[src/rtl/ipa_tok_pkg.sv]
// ----------------------------------------------------------------------------
// IPA tokenizer package
// Transfer types, lead byte decoding and the vocabulary table.
// ----------------------------------------------------------------------------
package ipa_tok_pkg;

  localparam int unsigned BYTE_W  = 8;
  localparam int unsigned KEY_W   = 24;
  localparam int unsigned ID_W    = 8;
  localparam int unsigned LEN_W   = 3;

  localparam logic [BYTE_W-1:0] LEAD_FOUR  = 8'hF0;
  localparam logic [BYTE_W-1:0] LEAD_THREE = 8'hE0;
  localparam logic [BYTE_W-1:0] LEAD_TWO   = 8'hC0;

  localparam logic [LEN_W-1:0] LEN_NONE  = 3'd0;
  localparam logic [LEN_W-1:0] LEN_ONE   = 3'd1;
  localparam logic [LEN_W-1:0] LEN_TWO   = 3'd2;
  localparam logic [LEN_W-1:0] LEN_THREE = 3'd3;
  localparam logic [LEN_W-1:0] LEN_FOUR  = 3'd4;

  localparam logic [ID_W-1:0] ID_NONE = 8'd0;

  typedef struct packed {
    logic [BYTE_W-1:0] text_byte;
    logic              final_byte;
  } in_item_t;

  typedef struct packed {
    logic            token_valid;
    logic [ID_W-1:0] token_id;
    logic            end_of_text;
  } out_item_t;

  typedef struct packed {
    logic      emit;
    out_item_t item;
  } asm_result_t;

  function automatic logic [LEN_W-1:0] lead_length(input logic [BYTE_W-1:0] b);
    logic [LEN_W-1:0] len;
    if (b >= LEAD_FOUR) begin
      len = LEN_FOUR;
    end else if (b >= LEAD_THREE) begin
      len = LEN_THREE;
    end else if (b >= LEAD_TWO) begin
      len = LEN_TWO;
    end else begin
      len = LEN_ONE;
    end
    return len;
  endfunction

  function automatic logic [ID_W-1:0] vocab_lookup(input logic [KEY_W-1:0] key);
    logic [ID_W-1:0] id;
    case (key)
      24'h00003B: id = 8'd1;
      24'h00003A: id = 8'd2;
      24'h00002C: id = 8'd3;
      24'h00002E: id = 8'd4;
      24'h000021: id = 8'd5;
      24'h00003F: id = 8'd6;
      24'hE28094: id = 8'd9;
      24'hE280A6: id = 8'd10;
      24'h000022: id = 8'd11;
      24'h000028: id = 8'd12;
      24'h000029: id = 8'd13;
      24'hE2809C: id = 8'd14;
      24'hE2809D: id = 8'd15;
      24'h000020: id = 8'd16;
      24'h00CC83: id = 8'd17;
      24'h00CAA3: id = 8'd18;
      24'h00CAA5: id = 8'd19;
      24'h00CAA6: id = 8'd20;
      24'h00CAA8: id = 8'd21;
      24'hE1B59D: id = 8'd22;
      24'hEAADA7: id = 8'd23;
      24'h000041: id = 8'd24;
      24'h000049: id = 8'd25;
      24'h00004F: id = 8'd31;
      24'h000051: id = 8'd33;
      24'h000053: id = 8'd35;
      24'h000054: id = 8'd36;
      24'h000057: id = 8'd39;
      24'h000059: id = 8'd41;
      24'hE1B58A: id = 8'd42;
      24'h000061: id = 8'd43;
      24'h000062: id = 8'd44;
      24'h000063: id = 8'd45;
      24'h000064: id = 8'd46;
      24'h000065: id = 8'd47;
      24'h000066: id = 8'd48;
      24'h000068: id = 8'd50;
      24'h000069: id = 8'd51;
      24'h00006A: id = 8'd52;
      24'h00006B: id = 8'd53;
      24'h00006C: id = 8'd54;
      24'h00006D: id = 8'd55;
      24'h00006E: id = 8'd56;
      24'h00006F: id = 8'd57;
      24'h000070: id = 8'd58;
      24'h000071: id = 8'd59;
      24'h000072: id = 8'd60;
      24'h000073: id = 8'd61;
      24'h000074: id = 8'd62;
      24'h000075: id = 8'd63;
      24'h000076: id = 8'd64;
      24'h000077: id = 8'd65;
      24'h000078: id = 8'd66;
      24'h000079: id = 8'd67;
      24'h00007A: id = 8'd68;
      24'h00C991: id = 8'd69;
      24'h00C990: id = 8'd70;
      24'h00C992: id = 8'd71;
      24'h00C3A6: id = 8'd72;
      24'h00CEB2: id = 8'd75;
      24'h00C994: id = 8'd76;
      24'h00C995: id = 8'd77;
      24'h00C3A7: id = 8'd78;
      24'h00C996: id = 8'd80;
      24'h00C3B0: id = 8'd81;
      24'h00CAA4: id = 8'd82;
      24'h00C999: id = 8'd83;
      24'h00C99A: id = 8'd85;
      24'h00C99B: id = 8'd86;
      24'h00C99C: id = 8'd87;
      24'h00C99F: id = 8'd90;
      24'h00C9A1: id = 8'd92;
      24'h00C9A5: id = 8'd99;
      24'h00C9A8: id = 8'd101;
      24'h00C9AA: id = 8'd102;
      24'h00CA9D: id = 8'd103;
      24'h00C9AF: id = 8'd110;
      24'h00C9B0: id = 8'd111;
      24'h00C58B: id = 8'd112;
      24'h00C9B3: id = 8'd113;
      24'h00C9B2: id = 8'd114;
      24'h00C9B4: id = 8'd115;
      24'h00C3B8: id = 8'd116;
      24'h00C9B8: id = 8'd118;
      24'h00CEB8: id = 8'd119;
      24'h00C593: id = 8'd120;
      24'h00C9B9: id = 8'd123;
      24'h00C9BE: id = 8'd125;
      24'h00C9BB: id = 8'd126;
      24'h00CA81: id = 8'd128;
      24'h00C9BD: id = 8'd129;
      24'h00CA82: id = 8'd130;
      24'h00CA83: id = 8'd131;
      24'h00CA88: id = 8'd132;
      24'h00CAA7: id = 8'd133;
      24'h00CA8A: id = 8'd135;
      24'h00CA8B: id = 8'd136;
      24'h00CA8C: id = 8'd138;
      24'h00C9A3: id = 8'd139;
      24'h00C9A4: id = 8'd140;
      24'h00CF87: id = 8'd142;
      24'h00CA8E: id = 8'd143;
      24'h00CA92: id = 8'd147;
      24'h00CA94: id = 8'd148;
      24'h00CB88: id = 8'd156;
      24'h00CB8C: id = 8'd157;
      24'h00CB90: id = 8'd158;
      24'h00CAB0: id = 8'd162;
      24'h00CAB2: id = 8'd164;
      24'hE28693: id = 8'd169;
      24'hE28692: id = 8'd171;
      24'hE28697: id = 8'd172;
      24'hE28698: id = 8'd173;
      24'hE1B5BB: id = 8'd177;
      default:    id = ID_NONE;
    endcase
    return id;
  endfunction

endpackage

[src/rtl/ipa_tok_assembler.sv]
// ----------------------------------------------------------------------------
// Character assembler
// Gathers the bytes of one UTF-8 character and looks it up in the vocabulary.
// ----------------------------------------------------------------------------
module ipa_tok_assembler (
  input  logic                  clk,
  input  logic                  rst_n,
  input  logic                  step,
  input  ipa_tok_pkg::in_item_t item,
  output ipa_tok_pkg::asm_result_t result
);
  import ipa_tok_pkg::*;

  logic [KEY_W-1:0] held_r,  held_nxt;
  logic [LEN_W-1:0] len_r,   len_nxt;
  logic [LEN_W-1:0] cnt_r,   cnt_nxt;
  logic [KEY_W-1:0] held_step;
  logic [LEN_W-1:0] len_step;
  logic [LEN_W-1:0] cnt_step;
  logic             done;
  logic [ID_W-1:0]  id;

  always_comb begin
    if (len_r == LEN_NONE) begin
      len_step  = lead_length(item.text_byte);
      held_step = {{(KEY_W-BYTE_W){1'b0}}, item.text_byte};
      cnt_step  = LEN_ONE;
    end else begin
      len_step  = len_r;
      held_step = (cnt_r < LEN_THREE) ? {held_r[KEY_W-BYTE_W-1:0], item.text_byte} : held_r;
      cnt_step  = cnt_r + LEN_ONE;
    end
    done = (cnt_step >= len_step);
    id   = (done && (len_step < LEN_FOUR)) ? vocab_lookup(held_step) : ID_NONE;

    if (done || item.final_byte) begin
      held_nxt = '0;
      len_nxt  = LEN_NONE;
      cnt_nxt  = LEN_NONE;
    end else begin
      held_nxt = held_step;
      len_nxt  = len_step;
      cnt_nxt  = cnt_step;
    end

    result.emit             = (id != ID_NONE) || item.final_byte;
    result.item.token_valid = (id != ID_NONE);
    result.item.token_id    = id;
    result.item.end_of_text = item.final_byte;
  end

  always_ff @(posedge clk) begin
    if (!rst_n) begin
      held_r <= '0;
      len_r  <= LEN_NONE;
      cnt_r  <= LEN_NONE;
    end else if (step) begin
      held_r <= held_nxt;
      len_r  <= len_nxt;
      cnt_r  <= cnt_nxt;
    end
  end

endmodule

[src/rtl/ipa_byte_stream_to_token_ids_core.sv]
// ----------------------------------------------------------------------------
// IPA byte stream to token ids
// Turns a UTF-8 phoneme string into token ids, one byte a cycle unless stalled.
//
// The input channel carries one byte of the string per transfer, with
// final_byte marking its last byte. The result channel carries a token id for
// every character found in the vocabulary; unknown characters give nothing.
// The final byte always gives one result with end_of_text set, carrying the
// token of the character it completes or no token at all.
// A byte is taken into an input register, then gathered and looked up from
// that register, and any result is registered in the output register.
// One byte is taken every cycle while the receiver does not stall; the
// character state is updated from the input register, which sets this rate.
// While the receiver stalls, a byte is still taken into the input register
// if it is empty, and the block then stalls its sender until the result has
// been taken.
// Reset empties both registers and leaves no character open.
// ----------------------------------------------------------------------------
module ipa_byte_stream_to_token_ids_core (
  input  logic                   clk,
  input  logic                   rst_n,
  input  logic                   in_valid,
  output logic                   in_stall,
  input  ipa_tok_pkg::in_item_t  in_data,
  output logic                   out_valid,
  input  logic                   out_stall,
  output ipa_tok_pkg::out_item_t out_data
);
  import ipa_tok_pkg::*;

  logic        in_valid_r;
  in_item_t    in_item_r;
  logic        out_valid_r;
  out_item_t   out_item_r;
  logic        advance;
  asm_result_t result;

  assign advance   = !out_valid_r || !out_stall;
  assign in_stall  = in_valid_r && !advance;
  assign out_valid = out_valid_r;
  assign out_data  = out_item_r;

  ipa_tok_assembler u_asm (
    .clk    (clk),
    .rst_n  (rst_n),
    .step   (in_valid_r && advance),
    .item   (in_item_r),
    .result (result)
  );

  always_ff @(posedge clk) begin
    if (!rst_n) begin
      in_valid_r  <= 1'b0;
      out_valid_r <= 1'b0;
    end else begin
      if (!in_stall) begin
        in_valid_r <= in_valid;
      end
      if (advance) begin
        out_valid_r <= in_valid_r && result.emit;
      end
    end
    if (in_valid && !in_stall) begin
      in_item_r <= in_data;
    end
    if (advance && in_valid_r && result.emit) begin
      out_item_r <= result.item;
    end
  end

endmodule

[config.mk]
export PLATFORM = sky130hd
export DESIGN_NAME = ipa_byte_stream_to_token_ids_core
export DESIGN_NICKNAME = d
export VERILOG_FILES = /design/src/rtl/ipa_tok_pkg.sv /design/src/rtl/ipa_tok_assembler.sv /design/src/rtl/ipa_byte_stream_to_token_ids_core.sv
export SDC_FILE = /design/constraint.sdc
export NUM_CORES = 1
export LEC_CHECK = 0
export ABC_AREA = 1
export ABC_CLOCK_PERIOD_IN_PS = 2800
export BUFFER_PORTS_ARGS = -buffer_cell sky130_fd_sc_hd__buf_4
export CAP_MARGIN = 20
export CORE_MARGIN = 2
export CORE_UTILIZATION = 57
export CTS_CLUSTER_DIAMETER = 30
export DETAILED_ROUTE_END_ITERATION = 7
export PLACE_DENSITY = 0.86
export RECOVER_POWER = 50
export SKIP_CTS_REPAIR_TIMING = 1
export SLEW_MARGIN = 10
export SYNTH_ARGS = -nofsm -noshare
export SYNTH_HDL_FRONTEND = slang
export SYNTH_HIERARCHICAL = 1
export SYNTH_SLANG_ARGS = --single-unit
export TNS_END_PERCENT = 50
[constraint.sdc]
create_clock -name clk -period 2.8 [get_ports clk]
set_input_delay 0 -clock clk [delete_from_list [all_inputs] [get_ports clk]]
set_output_delay 0 -clock clk [all_outputs]
set_load 0.005 [all_outputs]
==> run summary, run 1 <==
# rows - 35
Final GP Congestion - 1.21
Mapped Area - 0.00554 sq mm
synth top area cells - nand2_1 (21%), nor2_1 (12%), nand3_1 (12%)
clk sinks - 51
Ports - 25
DP Area - 0.00710 sq mm
number of cells produced by synthesis - 997
htree depth - 2
I/O Buffers - 24
root buf cell - clkbuf_8
area leader, netlist - nand2_1
register area share after synthesis - 21.9%
Die Ht - 103 um
placed insts - 1298
total CTS buffers - 5
main flop type after synthesis - dfxtp_1
Post-synth ARST share - 0%
Post-synth EDFFs - 19
total grt overflow - 23
Die X - 103 um
Tool Error - [ERROR GRT-0232] Routing congestion too high. Check the congestion heatmap in the GUI.
GRT worst endpoint - out_data[2]$_DFFE_PP_/DE
status - did not finish
Synth Net Count - 1014
count of cell types in the netlist - 32
Synth top area share - 21.4%
failing step - global routing (5_1_grt)
Seq cells post-synth - 51
clock buffer depth - 2
Ys Warns - 6
largest net degree at the start of global routing - 43
dpl ws - -468 ps
detailed placement HPWL - 17100 um
syn_area_per_cell - 5.55 sq um
GRT Overall Usage - 69.3%
worst endpoint type - sequential cell input
Initial Util - 59.3%
[synth_stat cells (11+ instances only)]
| library cell | count |
|---|---|
| nand2_1 | 315 |
| nor2_1 | 179 |
| nand3_1 | 132 |
| inv_1 | 103 |
| a21oi_1 | 43 |
| dfxtp_1 | 32 |
| nand2_2 | 23 |
| a211oi_1 | 20 |
| edfxtp_1 | 19 |
| inv_2 | 18 |
| nor2_4 | 12 |
| nor3_1 | 11 |
| o21ai_0 | 11 |
[stage by stage]
step           TNS (ps)  hold slack (ps)
2_1_floorplan         0             98.9
3_3_place_gp      -3910              178
3_5_place_dp      -5180              179
4_1_cts           -6490             -163
[per-layer routing]
layer | GRT usage, % | overflow
met1 | 73.4 | 1
met2 | 89.1 | 14
met3 | 48.7 | 1
met4 | 61.9 | 7
met5 | 13.9 | 0
[cell families after synthesis]
kind of cell,share of synthesized area (%)
compound gates,9.40
fa+ha+maj,0.904
buf+inv,12.1
simple gates,55.7
flops,21.9
==> inputs of run 2 (changes only) <==
ABC_CLOCK_PERIOD_IN_PS = 3600   (was 2800)
CORE_UTILIZATION = 40   (was 57)
CTS_CLUSTER_DIAMETER = unset   (was 30)
PLACE_DENSITY = unset   (was 0.86)
PLACE_DENSITY_LB_ADDON = 0.15   (was unset)
clock period = 3.6 ns   (was 2.8 ns; I/O delays follow)
==> run summary, run 2 <==
Initial Util - 41.3% (-18 points)
largest net degree at the start of global routing - 53
register area - 0.00121 sq mm
number of cells produced by synthesis - 997 (unchanged)
htree depth - 2 (unchanged)
max FFs per register - 24
drt initial violations - 797
Reg2Reg Launch Point - u_asm/cnt_r[2]
main flop type after synthesis - dfxtp_1
most frequent cells in the layout - nand2_1 (311), nor2_1 (173), nand3_1 (133), inv_1 (103), buf_4 (46)
Startpoint Class - flip-flop
Leakage - 3.57 nW
Slew @ Worst Pin - 848 ps
Hold Crit Start - rst_n
routed via count - 6642
WHS Endpoint - u_asm/len_r[0]
most common cell after layout, fill and taps aside - nand2_1
Final Hold Viols - 5
Die ar. - 0.0148 sq mm
fin util - 48.3%
Biggest register - u_asm/held_r
Post-synth EDFFs - 19 (unchanged)
CP Class - reg2reg
detailed placement HPWL - 16000 um (-6.2%)
R2R cell count - 22
PwrDens - 270 mW/mm^2
clock buffer depth - 2 (unchanged)
count of cell types in the netlist - 32 (unchanged)
root buf cell - clkbuf_16
setup slack, reg-to-reg - 270 ps
RSZ-0062 raised after global routing - false
switching pwr - 0.000655 W
DRC Markers - 0
antenna violations before repair - 0
routed vias/inst - 5.38
part of the power in registers - 37.1%
Crit path arrival time - 3350 ps
Hold Worst Slack - -10.3 ps
Post-synth ARST share - 0% (unchanged)
Final GP Congestion - 1.09 (-9.9%)
# diodes - 0
worst endpoint required time - 3620 ps
clk sinks - 51 (unchanged)
fin area - 0.00647 sq mm
VDD IR-drop max - 265 uV
DP Area - 0.00606 sq mm (-15%)
Hold Crit Class - in2reg
fin cells - 1234
share of layout cells above drive strength 1 - 16.0%
Reg2Reg Capture Point - out_data[7]
Fmax - 0.300 GHz
syn_area_per_cell - 5.55 sq um (unchanged)
Ys Warns - 6 (unchanged)
placed insts - 1205 (-7.2%)
min cycle time layout - 3330 ps
# rows - 42 (+20%)
maxcap violations - 0
Seq cells post-synth - 51 (unchanged)
status - complete, but fails checks
Die Ht - 122 um (+19%)
Worst Path Max Fanout - 23
Ports - 25 (unchanged)
Worst-Skew Late Latency - 300 ps
first-pass GRT wire length - 31200 um
Area Growth Syn to Fin - 17.0%
register area share after synthesis - 21.9% (unchanged)
router iterations before antenna repair - 5
max_slew headroom - 43.1%
total grt overflow - 0
Pint - 0.00109 W
GRT Overall Usage - 27.5%
vias in the first global route - 5994
synth cell count leaders - nand2_1 (315), nor2_1 (179), nand3_1 (132)
synth top area cells - nand2_1 (21%), nor2_1 (12%), nand3_1 (12%)
Net Sw Frac - 37.4%
clk slew on worst S/H paths - 80 ps
Finish-stage setup viols - 0
area leader, netlist - nand2_1
clock network power share - 28.1%
Mapped Area - 0.00554 sq mm (unchanged)
Core Region - 0.0134 sq mm
Worst Hold Depth - 3
worst-case clock skew - 14.3 ps
count leader, synth - nand2_1
Worst setup EP type - flip-flop
Final Cycle Share - 92.6%
Synth Net Count - 1014 (unchanged)
area of the multi-input gates - 0.00372 sq mm
post-route ant nets - 0
CTS tree - done
total CTS buffers - 5 (unchanged)
post-route setup TNS - 0 ps
Synth top area share - 21.4% (unchanged)
WL final - 20200 um
Die X - 122 um (+19%)
Slew Viols, Final - 0
logic gate share of total power - 34.8%
DR WL/cell - 16.4 um
Fill cells - 1472
fin nets - 1074
I/O Buffers - 24 (unchanged)
violated checks - negative hold slack
[run 2: cell counts after synthesis]
Identical to the previous run, type by type.
[run 2: final cells by class]
cell class / instances / area share [%]
clock inverter: 3 / 0.348
inverter: 123 / 7.13
timing repair buffer: 83 / 10.9
sequential: 51 / 18.7
clock buffer: 5 / 1.93
tap: 176 / 3.40
multi-input combinational: 793 / 57.5
[run 2: how the worst max path moves through the flow]
stage | cells past startpoint | end | from | slack, ps
floorplan | 17 | out_data[0] | u_asm/len_r[0] | 520
global placement | 22 | out_data[0] | u_asm/cnt_r[0] | 200
detailed placement | 22 | out_data[7] | u_asm/cnt_r[0] | 200
CTS | 22 | out_data[7] | u_asm/cnt_r[0] | 160
global route | 23 | out_data[7] | u_asm/cnt_r[1] | 8
finish | 22 | out_data[7] | u_asm/cnt_r[2] | 270
[run 2: power by group through the flow]
stage / clock (W) / sequential, W / combinational, W
final: 0.000491 / 0.000650 / 0.000609
after global routing: 0.000529 / 0.000653 / 0.000666
after CTS: 0.000507 / 0.000650 / 0.000567
after detailed placement: 0 / 0.000663 / 0.000563
after global placement: 0 / 0.000662 / 0.000570
after floorplan: 0 / 0.000659 / 0.000411
[run 2: per-layer routing]
| layer | up-vias | GRT usage [%] | wire length, um |
|---|---|---|---|
| li1 | 3286 | - | - |
| met1 | 2988 | 38.9 | 9300 |
| met2 | 319 | 40.5 | 8240 |
| met3 | 49 | 6.09 | 1910 |
| met4 | 0 | 10.8 | 736 |
| met5 | - | 0 | 0 |
[run 2: stage by stage]
step / total power, W / setup WS (ps) / hold WS [ps]
5_1_grt: 0.00185 / 8.18 / -0.683
3_3_place_gp: 0.00123 / 201 / 178
4_1_cts: 0.00172 / 160 / -140
6_report: 0.00175 / 267 / -10.3
2_1_floorplan: 0.00107 / 516 / 98.9
3_5_place_dp: 0.00123 / 201 / 179
[run 2: cell families (layout without fill, tap and decap cells)]
kind of cell / Yosys count / in the layout / synth area share, %
fa+ha+maj: 4 / 4 / 0.904
simple gates: 699 / 700 / 55.7
compound gates: 89 / 89 / 9.40
buf+inv: 154 / 214 / 12.1
flops: 51 / 51 / 21.9
[run 2: worst max-delay path, stage by stage (launching register included)]
cell and delay, ps:
dfxtp_1 310, inv_2 150, buf_6 240, nand3_1 150, nand3_2 120, nand2_1 90
nor2_4 210, nand2_8 120, nor2_4 160, buf_4 200, nand2_2 110, o21ai_1 230
nor2_1 80, nand2_1 70, nor2_2 60, nand2_1 60, nand2_1 70, nand2_1 70
nor2_1 50, nand3_1 60, nand2_1 70, nor2_1 170, buf_4 180
Power figures use the tool's default switching activity.
